==> src/sv/mlalu_pkg.sv <==
// Shared types and constants for the multiprecision limb ALU.
package mlalu_pkg;

   localparam int LIMB_BITS = 32;
   // Step counter holds up to two limbs' worth of steps (long divide)
   localparam int CNT_W = $clog2(2 * LIMB_BITS + 1);
   localparam logic [LIMB_BITS-1:0] LIMB_ONES = {LIMB_BITS{1'b1}};

   typedef logic [LIMB_BITS-1:0] limb_type;

   typedef enum logic [2:0] {
      MODE_ADD    = 3'd0,
      MODE_CPROP  = 3'd1,
      MODE_SUB    = 3'd2,
      MODE_BPROP  = 3'd3,
      MODE_MULADD = 3'd4,
      MODE_DIV    = 3'd5
   } mode_type;

   typedef enum logic [2:0] {
      KIND_ADD,
      KIND_SUB,
      KIND_MUL,
      KIND_DIV,
      KIND_PASS
   } kind_type;

   typedef enum logic {
      ST_IDLE,
      ST_BUSY
   } fsm_type;

   // Request handed from the front end to the serial core
   typedef struct packed {
      logic       start;
      logic [2:0] mode;
      logic       first;
      limb_type   operand_a;
      limb_type   operand_b;
      limb_type   initial_carry;
   } core_req_type;

   // Status and result returned by the serial core
   typedef struct packed {
      logic     done;
      limb_type result_limb;
      limb_type carry_out;
      logic     div_by_zero;
   } core_rsp_type;

endpackage

==> src/sv/mlalu_serial_core.sv <==
// Bit-serial datapath: add/subtract, shift-add multiply and restoring divide.
module mlalu_serial_core (
   input  logic                     clock,
   input  logic                     reset,
   input  mlalu_pkg::core_req_type  core_req,
   input  mlalu_pkg::limb_type      running_carry,
   output mlalu_pkg::core_rsp_type  core_rsp
);

   localparam int LB = mlalu_pkg::LIMB_BITS;
   localparam int CW = mlalu_pkg::CNT_W;

   mlalu_pkg::kind_type  kind_ff, kind_in;
   logic [CW-1:0]        cnt_ff, cnt_in;
   logic [LB-1:0]        opa_ff, opa_in;
   logic [LB-1:0]        hi_ff, hi_in;
   logic [2*LB-1:0]      lo_ff, lo_in;
   logic [1:0]           k_ff, k_in;
   logic                 dz_ff, dz_in;

   logic [LB-1:0]        c_eff;
   logic [2:0]           add_sum;
   logic                 sub_bit;
   logic                 sub_borrow;
   logic [LB:0]          mul_sum;
   logic [LB:0]          div_trial;
   logic                 div_ge;
   logic [LB:0]          div_diff;

   // Pick the incoming running value for a new request
   always_comb begin
      c_eff = running_carry;
      if (core_req.first) begin
         case (core_req.mode)
            mlalu_pkg::MODE_SUB, mlalu_pkg::MODE_BPROP:
               c_eff = {{(LB-1){1'b0}}, core_req.initial_carry[0]};
            mlalu_pkg::MODE_DIV:
               c_eff = '0;
            default:
               c_eff = core_req.initial_carry;
         endcase
      end
   end

   // One step of each datapath kind
   always_comb begin
      add_sum    = 3'({2'b0, opa_ff[0]}) + 3'({2'b0, lo_ff[0]}) + 3'({2'b0, hi_ff[0]})
                   + 3'({1'b0, k_ff});
      sub_bit    = opa_ff[0] ^ lo_ff[0] ^ k_ff[0];
      sub_borrow = (~opa_ff[0] & lo_ff[0]) | (~opa_ff[0] & k_ff[0]) | (lo_ff[0] & k_ff[0]);
      mul_sum    = {1'b0, hi_ff} + (lo_ff[0] ? {1'b0, opa_ff} : {(LB+1){1'b0}});
      div_trial  = {hi_ff, lo_ff[2*LB-1]};
      div_ge     = (div_trial >= {1'b0, opa_ff});
      div_diff   = div_trial - {1'b0, opa_ff};
   end

   // Load a new request or advance the running one
   always_comb begin
      kind_in = kind_ff;
      cnt_in  = cnt_ff;
      opa_in  = opa_ff;
      hi_in   = hi_ff;
      lo_in   = lo_ff;
      k_in    = k_ff;
      dz_in   = dz_ff;
      if (core_req.start) begin
         opa_in = core_req.operand_a;
         hi_in  = c_eff;
         lo_in  = {{LB{1'b0}}, core_req.operand_b};
         k_in   = 2'b00;
         dz_in  = 1'b0;
         cnt_in = CW'(LB);
         unique case (core_req.mode)
            mlalu_pkg::MODE_ADD: begin
               kind_in = mlalu_pkg::KIND_ADD;
            end
            mlalu_pkg::MODE_CPROP: begin
               kind_in = mlalu_pkg::KIND_ADD;
               lo_in   = '0;
            end
            mlalu_pkg::MODE_SUB: begin
               kind_in = mlalu_pkg::KIND_SUB;
               k_in    = {1'b0, c_eff[0]};
               hi_in   = '0;
            end
            mlalu_pkg::MODE_BPROP: begin
               kind_in = mlalu_pkg::KIND_SUB;
               k_in    = {1'b0, c_eff[0]};
               hi_in   = '0;
               lo_in   = '0;
            end
            mlalu_pkg::MODE_MULADD: begin
               kind_in = mlalu_pkg::KIND_MUL;
            end
            mlalu_pkg::MODE_DIV: begin
               if (core_req.operand_a == '0) begin
                  // Zero divisor: all-ones quotient, dividend limb as remainder
                  kind_in = mlalu_pkg::KIND_PASS;
                  lo_in   = {{LB{1'b0}}, mlalu_pkg::LIMB_ONES};
                  hi_in   = core_req.operand_b;
                  dz_in   = 1'b1;
                  cnt_in  = '0;
               end else if (c_eff < core_req.operand_a) begin
                  kind_in = mlalu_pkg::KIND_DIV;
                  lo_in   = {core_req.operand_b, {LB{1'b0}}};
               end else begin
                  // Remainder not reduced: divide the full two-limb value
                  kind_in = mlalu_pkg::KIND_DIV;
                  lo_in   = {c_eff, core_req.operand_b};
                  hi_in   = '0;
                  cnt_in  = CW'(2 * LB);
               end
            end
            default: begin
               kind_in = mlalu_pkg::KIND_PASS;
               lo_in   = '0;
               hi_in   = running_carry;
               cnt_in  = '0;
            end
         endcase
      end else if (cnt_ff != '0) begin
         cnt_in = cnt_ff - CW'(1);
         unique case (kind_ff)
            mlalu_pkg::KIND_ADD: begin
               opa_in        = opa_ff >> 1;
               hi_in         = hi_ff >> 1;
               lo_in[LB-1:0] = {add_sum[0], lo_ff[LB-1:1]};
               k_in          = add_sum[2:1];
            end
            mlalu_pkg::KIND_SUB: begin
               opa_in        = opa_ff >> 1;
               lo_in[LB-1:0] = {sub_bit, lo_ff[LB-1:1]};
               k_in          = {1'b0, sub_borrow};
            end
            mlalu_pkg::KIND_MUL: begin
               hi_in         = mul_sum[LB:1];
               lo_in[LB-1:0] = {mul_sum[0], lo_ff[LB-1:1]};
            end
            mlalu_pkg::KIND_DIV: begin
               hi_in = div_ge ? div_diff[LB-1:0] : div_trial[LB-1:0];
               lo_in = {lo_ff[2*LB-2:0], div_ge};
            end
            default: begin
               cnt_in = '0;
            end
         endcase
      end
   end

   // Hold control state under reset; payload needs none
   always_ff @(posedge clock) begin
      if (reset) begin
         cnt_ff  <= '0;
         kind_ff <= mlalu_pkg::KIND_PASS;
      end else begin
         cnt_ff  <= cnt_in;
         kind_ff <= kind_in;
      end
   end

   always_ff @(posedge clock) begin
      opa_ff <= opa_in;
      hi_ff  <= hi_in;
      lo_ff  <= lo_in;
      k_ff   <= k_in;
      dz_ff  <= dz_in;
   end

   // Present the result once all steps are done
   always_comb begin
      core_rsp.done        = (cnt_ff == '0);
      core_rsp.result_limb = lo_ff[LB-1:0];
      core_rsp.div_by_zero = dz_ff;
      if (kind_ff == mlalu_pkg::KIND_ADD || kind_ff == mlalu_pkg::KIND_SUB) begin
         core_rsp.carry_out = {{(LB-2){1'b0}}, k_ff};
      end else begin
         core_rsp.carry_out = hi_ff;
      end
   end

endmodule

==> src/sv/multiprecision_limb_alu_unit.sv <==
// Top level of the multiprecision limb ALU: handshakes, running value, result register.
//
// Streams one 32-bit limb per request and keeps a running 32-bit carry, borrow
// or remainder between requests. The request channel (req_valid/req_ready)
// carries mode, first, both operands and the initial carry; the result channel
// (rsp_valid/rsp_ready) carries the result limb, the new running value and the
// divide-by-zero flag. One result per request, in order.
// Add, subtract and multiply-add run one bit per cycle through the serial
// core; the result is loaded into the result register when the core is done,
// and a new request is taken only once the unit is back in idle.
// Divide with a running remainder below the divisor takes the same; when the
// remainder is not below the divisor the core walks both limbs, so it takes
// longer. A zero divisor and the unused modes skip the serial steps.
// The step count of the bit-serial core sets the duration of each request.
// Reset (synchronous, active high) clears the running value to zero, empties
// the result register and returns the unit to idle.
// When the receiver stalls, the finished result waits in the core until the
// result register is free; no request is taken meanwhile.
module multiprecision_limb_alu_unit (
   input  logic        clock,
   input  logic        reset,
   input  logic        req_valid,
   output logic        req_ready,
   input  logic [2:0]  req_mode,
   input  logic        req_first,
   input  logic [31:0] req_operand_a,
   input  logic [31:0] req_operand_b,
   input  logic [31:0] req_initial_carry,
   output logic        rsp_valid,
   input  logic        rsp_ready,
   output logic [31:0] rsp_result_limb,
   output logic [31:0] rsp_carry_out,
   output logic        rsp_div_by_zero
);

   mlalu_pkg::fsm_type       state_ff, state_in;
   mlalu_pkg::limb_type      running_ff, running_in;
   logic                     rsp_valid_ff, rsp_valid_in;
   mlalu_pkg::limb_type      rsp_result_ff;
   mlalu_pkg::limb_type      rsp_carry_ff;
   logic                     rsp_dz_ff;
   mlalu_pkg::core_req_type  core_req;
   mlalu_pkg::core_rsp_type  core_rsp;
   logic                     req_take;
   logic                     rsp_load;

   // Bundle the request for the serial core
   always_comb begin
      core_req.start         = req_take;
      core_req.mode          = req_mode;
      core_req.first         = req_first;
      core_req.operand_a     = req_operand_a;
      core_req.operand_b     = req_operand_b;
      core_req.initial_carry = req_initial_carry;
   end

   mlalu_serial_core u_core (
      .clock         (clock),
      .reset         (reset),
      .core_req      (core_req),
      .running_carry (running_ff),
      .core_rsp      (core_rsp)
   );

   // Next state
   always_comb begin
      state_in = state_ff;
      unique case (state_ff)
         mlalu_pkg::ST_IDLE: begin
            if (req_valid) state_in = mlalu_pkg::ST_BUSY;
         end
         mlalu_pkg::ST_BUSY: begin
            if (core_rsp.done && (!rsp_valid_ff || rsp_ready)) state_in = mlalu_pkg::ST_IDLE;
         end
         default: state_in = mlalu_pkg::ST_IDLE;
      endcase
   end

   // State outputs
   always_comb begin
      req_ready = 1'b0;
      rsp_load  = 1'b0;
      unique case (state_ff)
         mlalu_pkg::ST_IDLE: req_ready = 1'b1;
         mlalu_pkg::ST_BUSY: rsp_load  = core_rsp.done && (!rsp_valid_ff || rsp_ready);
         default: begin
            req_ready = 1'b0;
            rsp_load  = 1'b0;
         end
      endcase
   end

   assign req_take = req_valid && req_ready;

   // Advance running value and result valid
   always_comb begin
      running_in   = rsp_load ? core_rsp.carry_out : running_ff;
      rsp_valid_in = rsp_valid_ff;
      if (rsp_load) begin
         rsp_valid_in = 1'b1;
      end else if (rsp_ready) begin
         rsp_valid_in = 1'b0;
      end
   end

   always_ff @(posedge clock) begin
      if (reset) begin
         state_ff     <= mlalu_pkg::ST_IDLE;
         running_ff   <= '0;
         rsp_valid_ff <= 1'b0;
      end else begin
         state_ff     <= state_in;
         running_ff   <= running_in;
         rsp_valid_ff <= rsp_valid_in;
      end
   end

   // Capture the result payload
   always_ff @(posedge clock) begin
      if (rsp_load) begin
         rsp_result_ff <= core_rsp.result_limb;
         rsp_carry_ff  <= core_rsp.carry_out;
         rsp_dz_ff     <= core_rsp.div_by_zero;
      end
   end

   assign rsp_valid       = rsp_valid_ff;
   assign rsp_result_limb = rsp_result_ff;
   assign rsp_carry_out   = rsp_carry_ff;
   assign rsp_div_by_zero = rsp_dz_ff;

endmodule
==> config.mk <==
export PLATFORM = sky130hd
export DESIGN_NAME = multiprecision_limb_alu_unit
export DESIGN_NICKNAME = d
export VERILOG_FILES = /design/src/sv/mlalu_pkg.sv /design/src/sv/mlalu_serial_core.sv /design/src/sv/multiprecision_limb_alu_unit.sv
export SDC_FILE = /design/constraint.sdc
export NUM_CORES = 1
export LEC_CHECK = 0
export BUFFER_PORTS_ARGS = -buffer_cell sky130_fd_sc_hd__buf_2
export CAP_MARGIN = 5
export CELL_PAD_IN_SITES_DETAIL_PLACEMENT = 2
export CELL_PAD_IN_SITES_GLOBAL_PLACEMENT = 2
export CORE_MARGIN = 2
export CORE_UTILIZATION = 38
export DETAILED_ROUTE_END_ITERATION = 6
export HOLD_SLACK_MARGIN = 0.03
export PLACE_DENSITY = 0.79
export SLEW_MARGIN = 5
export SYNTH_ARGS = -nofsm -noshare
export SYNTH_HDL_FRONTEND = slang
export SYNTH_SLANG_ARGS = --single-unit
==> constraint.sdc <==
create_clock -name clock -period 10.9 [get_ports clock]
set_input_delay 2.18 -clock clock [delete_from_list [all_inputs] [get_ports clock]]
set_output_delay 2.18 -clock clock [all_outputs]
set_load 0.02 [all_outputs]
==> summary.md, run 1 <==
| Metric | Value |
|---|---|
| Cell types occupying the most area after synthesis | edfxtp_1 36%, ha_1 7.5%, nand2_1 6.9% |
| Area enclosed by the die boundary | 44,600 sq um |
| Count of instances resized after the clock tree is built | 0 |
| Required time worst endpoint | 11,320 ps |
| Synth Flop Type | edfxtp_1 |
| Initial antenna violation count | 2 |
| CTS H-Tree Depth | 1 |
| Crit Path Max Fanout | 36 |
| Finished Core Util | 44.3% |
| Most numerous cell types in the synthesized netlist | 298 x nand2_1, 196 x edfxtp_1, 177 x a21oi_1 |
| Share of synthesized area occupied by flip-flops and latches | 41.5% |
| Number of clock buffers inserted by TritonCTS | 29 |
| Post-detailed-route DRC marker count | 0 |
| Number of sinks driven by the clock tree | 240 |
| Post-synthesis area per instance | 8.95 sq um |
| Power Internal | 2120 uW |
| Most frequent cell after synthesis | nand2_1 |
| Count of endpoints failing setup in the final report | 0 |
| Global-route wire length before repair | 104 mm |
| Number of storage elements in the synthesis netlist | 240 |
| Share of power burned in combinational logic | 33.2% |
| Synthesis Warnings | 0 |
| Switch share | 36.9% |
| Unrepaired setup endpoints after global routing | false |
| Placeable core area | 42,100 sq um |
| Ratio of final minimum period to clock period | 75.1% |
| Buffers inserted during post-CTS setup optimization | 0 |
| Nature of the critical path startpoint | input port |
| DRT iter0 DRCs | 1,097 |
| Detail Route Antenna Nets | 0 |
| Vias post-DR | 15,339 |
| Number of enable-type register cells in the synthesized netlist | 196 |
| Net load switching power | 1240 uW |
| Final weighted congestion of routability-driven global placement | 0.925 |
| Largest voltage drop on the vdd net | 120 uV |
| Kind of end point of the critical path | register |
| Final wirelength | 69.4 mm |
| Die outline width | 211 um |
| Arrival time worst endpoint | 8610 ps |
| Fraction of synthesized cell area taken by the top area cell type | 36.1% |
| Largest net degree at the start of global routing | 66 |
| Synthesis-to-finish area growth | 14.5% |
| Type of the worst setup path | input port to register |
| Clock Power Share | 30.5% |
| Number of buffers inserted by port buffering | 170 |
| Worst-Skew Late Latency | 590 ps |
| Share of flip-flops with an asynchronous set or reset after synthesis | 0% |
| Vias in the first global route | 16,298 |
| Clock-pin slew of the registers on the worst-case setup and hold paths | 60 ps |
| CTS Hold Bufs | 0 |
| Reg power frac | 36.3% |
| Number of distinct library cells after synthesis | 79 |
| Initial standard-cell utilization of the core | 38.7% |
| Net count of the finished layout | 2,151 |
| Number of cell rows | 75 |
| Power density of the placed cells | 180 nW/um^2 |
| Number of I/O pins | 171 |
| Highest Clock Rate | 122 MHz |
| Worst clock skew on the final layout | 22.8 ps |
| Max-slew headroom at the worst pin | 13.8% |
| TritonCTS clock tree | yes |
| Netlist area before placement | 16,300 sq um |
| Leak pwr | 0.00762 uW |
| Post-route minimum period | 8190 ps |
| Vias per std cell | 6.12 |
| Vertical die dimension | 211 um |
| Average wire per standard cell | 27.7 um |
| Clock root buffer | clkbuf_16 |
| Overall track demand over capacity in global routing | 30.8% |
| Layout cells sized above 1 | 14.8% |
| Maximum root-to-sink buffer count | 3 |
| Syn nets | 2,030 |
| Class of the worst hold path | register to register |
| Layout filler cell count | 4,590 |
| Number of maximum-capacitance violations | 0 |
| Post-route setup TNS | 0 ps |
| Detailed Routing Iterations Pass 1 | 5 |
| Dominant cell type by area after synthesis | edfxtp_1 |
| Max Slew Vio Count | 0 |
| Final hold slack | 441 ps |
| Total overflow reported by the global router | 0 |
| Final hold vios | 0 |
| Dpl hpwl | 52.3 mm |
| Cell count after synthesis | 1,823 |
| Slew @ Worst Pin | 1290 ps |
| Outcome | completed |
[layout make-up]
class | count | area, sq um | area share [%]
diodes | 1 | 2.50 | 0.0134
clock buffers | 41 | 861 | 4.61
clock inverters | 13 | 135 | 0.724
inverters | 119 | 450 | 2.41
multi-input cells | 1357 | 8730 | 46.7
flip-flops and latches | 240 | 6770 | 36.2
well taps | 539 | 674 | 3.61
repair buffers | 197 | 1050 | 5.64
[cell usage in the layout, fill, tap and decap left out, types with 26 or more instances in the layout]
master / n
nor3_1: 28
a221o_1: 29
mux2i_1: 49
a21oi_1: 177
inv_1: 117
dfxtp_1: 44
nand2_1: 297
a21o_1: 38
ha_1: 98
edfxtp_1: 196
buf_4: 27
nand3_1: 26
xnor2_1: 30
buf_2: 170
nor2b_1: 41
clkbuf_16: 29
nor2_1: 99
a211o_1: 34
o21ai_0: 142
[metal layers]
metal	global-route usage, %	vias up	routed length, um
li1	-	6881	-
met4	10.5	4	2360
met3	4.46	136	4340
met5	0	-	27
met2	50.7	535	32300
met1	41.6	7783	30300
[final timing paths]
path / startpoint / to / slack [ps] / cells after the start
min: u_core.dz_ff$_SDFFCE_PN0P_ / rsp_div_by_zero$_DFFE_PP_ / 440 / 0
min reg2reg: u_core.dz_ff$_SDFFCE_PN0P_ / rsp_div_by_zero$_DFFE_PP_ / 440 / 0
max: req_mode[1] / u_core.hi_ff[26]$_DFFE_PP_ / 2710 / 16
max reg2reg: running_ff[29]$_SDFFE_PP0P_ / u_core.hi_ff[26]$_DFFE_PP_ / 5300 / 13
[registers in the layout, summed over array words and instances (netlist names), 2 cells and up]
signal / flops
u_core.cnt_ff: 7
running_ff: 32
u_core.lo_ff: 64
rsp_carry_out: 32
u_core.k_ff: 2
u_core.hi_ff: 32
rsp_result_limb: 32
u_core.kind_ff: 3
u_core.opa_ff: 32
[metrics by stage]
step	worst slack [ps]	cells	cell area, sq um	power [uW]
finish	2710	2507	18700	3360
global route	2400	2506	18700	3510
CTS	2840	2506	18700	3360
detailed placement	2210	2452	17700	2330
global placement	2350	2452	17700	2290
floorplan	4590	1823	16300	1940
[kinds of logic after synthesis]
kind of cell    after synthesis  synth area share, %
compound gates              560                 22.0
mux                          64                 4.07
flops                       240                 41.5
buf+inv                     226                 5.52
simple gates                576                 15.8
xor+xnor                     54                 2.90
fa+ha+maj                   103                 8.13
[worst max-delay path, stage by stage]
cell and delay, ps:
buf_2 590, nor2_1 170, nor3b_2 730, nand2_1 110
o21ai_0 250, ha_1 350, a21o_1 160, a21o_1 170
a21o_1 190, a2111oi_1 1070, a31oi_4 730, buf_4 460
or2_1 330, a31oi_4 620, a21oi_1 240, a31oi_1 220
[power by group through the flow]
| stage | logic [uW] | registers [uW] | clock network (uW) |
|---|---|---|---|
| 2_1_floorplan | 709 | 1230 | 0 |
| 3_3_place_gp | 1060 | 1230 | 0 |
| 3_5_place_dp | 1100 | 1240 | 0 |
| 4_1_cts | 1110 | 1220 | 1030 |
| 5_1_grt | 1220 | 1230 | 1060 |
| 6_report | 1120 | 1220 | 1020 |
Note: power is estimated with default switching activity, not from simulation.
==> run 2, diff against run 1 <==
--- a/config.mk
+++ b/config.mk
@@ -10,10 +10,10 @@
 export CELL_PAD_IN_SITES_DETAIL_PLACEMENT = 2
 export CELL_PAD_IN_SITES_GLOBAL_PLACEMENT = 2
 export CORE_MARGIN = 2
-export CORE_UTILIZATION = 38
+export CORE_UTILIZATION = 34
 export DETAILED_ROUTE_END_ITERATION = 6
 export HOLD_SLACK_MARGIN = 0.03
-export PLACE_DENSITY = 0.79
+export PLACE_DENSITY = 0.74
 export SLEW_MARGIN = 5
 export SYNTH_ARGS = -nofsm -noshare
 export SYNTH_HDL_FRONTEND = slang
==> constraint.sdc (replaced) <==
create_clock -name clock -period 7.4 [get_ports clock]
set_input_delay 1.48 -clock clock [delete_from_list [all_inputs] [get_ports clock]]
set_output_delay 1.48 -clock clock [all_outputs]
set_load 0.02 [all_outputs]
==> run 2 against run 1 <==
Sequential power up 48%. Cell area grew 0.72%. Largest power group unchanged. Total power up 49%. Non-clock buffer count increased by 3. Sequential share of layout area decreased by 0.26 points. Clock skew decreased by 5.8 ps. Largest cell class unchanged. Critical path type unchanged. Global-route usage is 3.3 points lower. First-iteration DRC count is 10% higher. Die area increased by 12%. Sequential cell count is the same. Critical path depth rose by 4. Via count decreased by 1.4%.
==> summary.md, run 2 (same netlist as run 1, synthesis figures left out) <==
| Metric | Value |
|---|---|
| Outcome | completed (unchanged) |
| Buffers inserted during post-CTS setup optimization | 0 (unchanged) |
| Vias per std cell | 5.85 (was 6.12) |
| Number of sinks driven by the clock tree | 240 (unchanged) |
| Ratio of final minimum period to clock period | 80.1% |
| Detail Route Antenna Nets | 0 (unchanged) |
| Number of cell rows | 80 (was 75) |
| CTS Hold Bufs | 0 (unchanged) |
| Worst R2R End | u_core.hi_ff[19]$_DFFE_PP_ (was u_core.hi_ff[26]$_DFFE_PP_) |
| Post-route minimum period | 5930 ps |
| Count of endpoints failing setup in the final report | 0 (unchanged) |
| Clock root buffer | clkbuf_16 (unchanged) |
| Max-slew headroom at the worst pin | 29.1% (was 13.8%) |
| Overall track demand over capacity in global routing | 27.5% (was 30.8%) |
| Initial standard-cell utilization of the core | 34.3% (was 38.7%) |
| Biggest register | u_core.lo_ff (unchanged) |
| Placeable core area | 47,500 sq um (was 42,100 sq um) |
| Number of I/O pins | 171 (unchanged) |
| Origin of the worst setup path | req_mode[2] (was req_mode[1]) |
| Synthesis-to-finish area growth | 15.3% (was 14.5%) |
| Net count of the finished layout | 2,155 (was 2,151) |
| Most frequent cells in the layout | 297 x nand2_1, 196 x edfxtp_1, 177 x a21oi_1 (unchanged) |
| Global-route wire length before repair | 104 mm (about the same) |
| Critical path depth | 20 (was 16) |
| Most Frequent Cell on Critical Path | buf_4 (was a21o_1) |
| Slew @ Worst Pin | 1060 ps (was 1290 ps) |
| Post-route setup TNS | 0 ps (unchanged) |
| Required time worst endpoint | 7730 ps (was 11,320 ps) |
| Total overflow reported by the global router | 0 (unchanged) |
| TritonCTS clock tree | yes (unchanged) |
| Cell depth of the worst flop-to-flop path | 10 (was 13) |
| Vertical die dimension | 223 um (was 211 um) |
| Initial antenna violation count | 1 (was 2) |
| Vias post-DR | 15,128 (was 15,339) |
| Unrepaired setup endpoints after global routing | false (unchanged) |
| Class of the worst hold path | register to register (unchanged) |
| Maximum root-to-sink buffer count | 3 (unchanged) |
| Largest net degree at the start of global routing | 74 (was 66) |
| Kind of end point of the critical path | register (unchanged) |
| Final weighted congestion of routability-driven global placement | 0.903 (was 0.925) |
| Layout cells sized above 1 | 14.7% (was 14.8%) |
| Net load switching power | 1830 uW (was 1240 uW) |
| Leak pwr | 0.00764 uW (was 0.00762 uW) |
| Nature of the critical path startpoint | input port (unchanged) |
| Arrival time worst endpoint | 6260 ps (was 8610 ps) |
| Clock-pin slew of the registers on the worst-case setup and hold paths | 60 ps (about the same) |
| Number of buffers inserted by port buffering | 170 (unchanged) |
| Worst-Skew Late Latency | 590 ps (about the same) |
| Layout filler cell count | 5,259 (was 4,590) |
| Number of maximum-capacitance violations | 0 (unchanged) |
| Power Internal | 3160 uW (was 2120 uW) |
| Highest Clock Rate | 169 MHz |
| Max Slew Vio Count | 0 (unchanged) |
| Crit Path Max Fanout | 37 (was 36) |
| Number of clock buffers inserted by TritonCTS | 30 (was 29) |
| Largest voltage drop on the vdd net | 141 uV (was 120 uV) |
| Average wire per standard cell | 26.9 um (was 27.7 um) |
| Dpl hpwl | 52.8 mm (was 52.3 mm) |
| Post-detailed-route DRC marker count | 0 (unchanged) |
| Delay of the slowest critical-path stage | 540 ps (was 1070 ps) |
| Cell chain of the critical path | buf_2, nand2_1, nor2_1, nor3b_2, buf_4, nand2_1, o21ai_0, ha_1, and4_1, o211ai_1, a31o_1, a311oi_1, o31ai_1, a31oi_4, buf_4, o21ai_1, buf_4, o21ai_0, a211oi_1, a211o_1 (was buf_2, nor2_1, nor3b_2, nand2_1, o21ai_0, ha_1, a21o_1, a21o_1, a21o_1, a2111oi_1, a31oi_4, buf_4, or2_1, a31oi_4, a21oi_1, a31oi_1) |
| Share of power burned in combinational logic | 33.2% (about the same) |
| Final wirelength | 69.6 mm (was 69.4 mm) |
| Worst clock skew on the final layout | 17.0 ps (was 22.8 ps) |
| Capture point of the worst path | u_core.hi_ff[10]$_DFFE_PP_ (was u_core.hi_ff[26]$_DFFE_PP_) |
| Setup slack on the worst flop-to-flop path | 2620 ps (was 5300 ps) |
| Final hold vios | 0 (unchanged) |
| Finished Core Util | 39.6% (was 44.3%) |
| Reg power frac | 36.0% (was 36.3%) |
| Vias in the first global route | 16,087 (was 16,298) |
| Leading cell type in the layout, fill and taps excluded | nand2_1 (unchanged) |
| Category of cells accounting for the largest share of critical-path delay | compound AO/OA/AOI/OAI gates (unchanged) |
| Power density of the placed cells | 265 nW/um^2 (was 180 nW/um^2) |
| Slowest-stage cell, CP | buf_4 (was a2111oi_1) |
| Worst R2R Start | u_core.hi_ff[1]$_DFFE_PP_ (was running_ff[29]$_SDFFE_PP0P_) |
| Die outline width | 223 um (was 211 um) |
| Area enclosed by the die boundary | 49,700 sq um (was 44,600 sq um) |
| Detailed Routing Iterations Pass 1 | 5 (unchanged) |
| Clock Power Share | 30.8% (was 30.5%) |
| Count of instances resized after the clock tree is built | 0 (unchanged) |
| DRT iter0 DRCs | 1,210 (was 1,097) |
| Switch share | 36.7% (was 36.9%) |
| Type of the worst setup path | input port to register (unchanged) |
| Worst path bufs/invs | 4 (was 2) |
| Number of flip-flops in the largest register | 64 (unchanged) |
| CTS H-Tree Depth | 1 (unchanged) |
-- run 2: stage by stage --
step,setup WS (ps),instance area (sq um),total power [uW],cells,hold slack [ps]
2_1_floorplan,1790,16300,2860,1823,400
3_3_place_gp,1140,17800,3390,2531,428
3_5_place_dp,939,17800,3460,2531,428
4_1_cts,1490,18800,5010,2587,442
5_1_grt,1240,18800,5220,2588,445
6_report,1470,18800,4990,2588,437
-- run 2: worst min path at each step --
stage	start	to	slack [ps]	depth (start not counted)
after floorplan	u_core.dz_ff$_SDFFCE_PN0P_	rsp_div_by_zero$_DFFE_PP_	400	0
after global placement	u_core.dz_ff$_SDFFCE_PN0P_	rsp_div_by_zero$_DFFE_PP_	430	0
after detailed placement	u_core.dz_ff$_SDFFCE_PN0P_	rsp_div_by_zero$_DFFE_PP_	430	0
after CTS	u_core.dz_ff$_SDFFCE_PN0P_	rsp_div_by_zero$_DFFE_PP_	440	0
after global routing	u_core.dz_ff$_SDFFCE_PN0P_	rsp_div_by_zero$_DFFE_PP_	450	0
final	u_core.dz_ff$_SDFFCE_PN0P_	rsp_div_by_zero$_DFFE_PP_	440	0
-- run 2: worst reg2reg max path: stages, from the launching register on --
cell	delay, ps
edfxtp_1	590
ha_1	490
nand3_1	220
nor4_1	510
nand4_1	270
nor4_1	820
nor3_1	140
and2_4	370
nor2_1	800
a21oi_1	190
a31oi_1	220
-- run 2: cell type report --
class	instances	area, sq um	share of cell area, %
clock inverter	15	161	0.858
timing repair buffer	200	1080	5.72
tap	615	769	4.09
inverter	119	450	2.40
clock buffer	41	853	4.54
sequential	240	6770	36.0
antenna	1	2.50	0.0133
multi-input combinational	1357	8720	46.4
-- run 2: power groups by stage --
stage          combinational, uW  sequential (uW)  clock [uW]
3_5_place_dp                1640             1820           0
5_1_grt                     1810             1810        1610
3_3_place_gp                1580             1810           0
6_report                    1660             1800        1540
4_1_cts                     1650             1790        1560
2_1_floorplan               1040             1810           0
-- run 2: routing by layer --
metal	GRT usage, %	vias up	routed length (um)
li1	-	6897	-
met2	45.5	445	32600
met4	8.92	0	2080
met1	37.3	7689	31000
met5	0	-	0
met3	3.62	97	3810
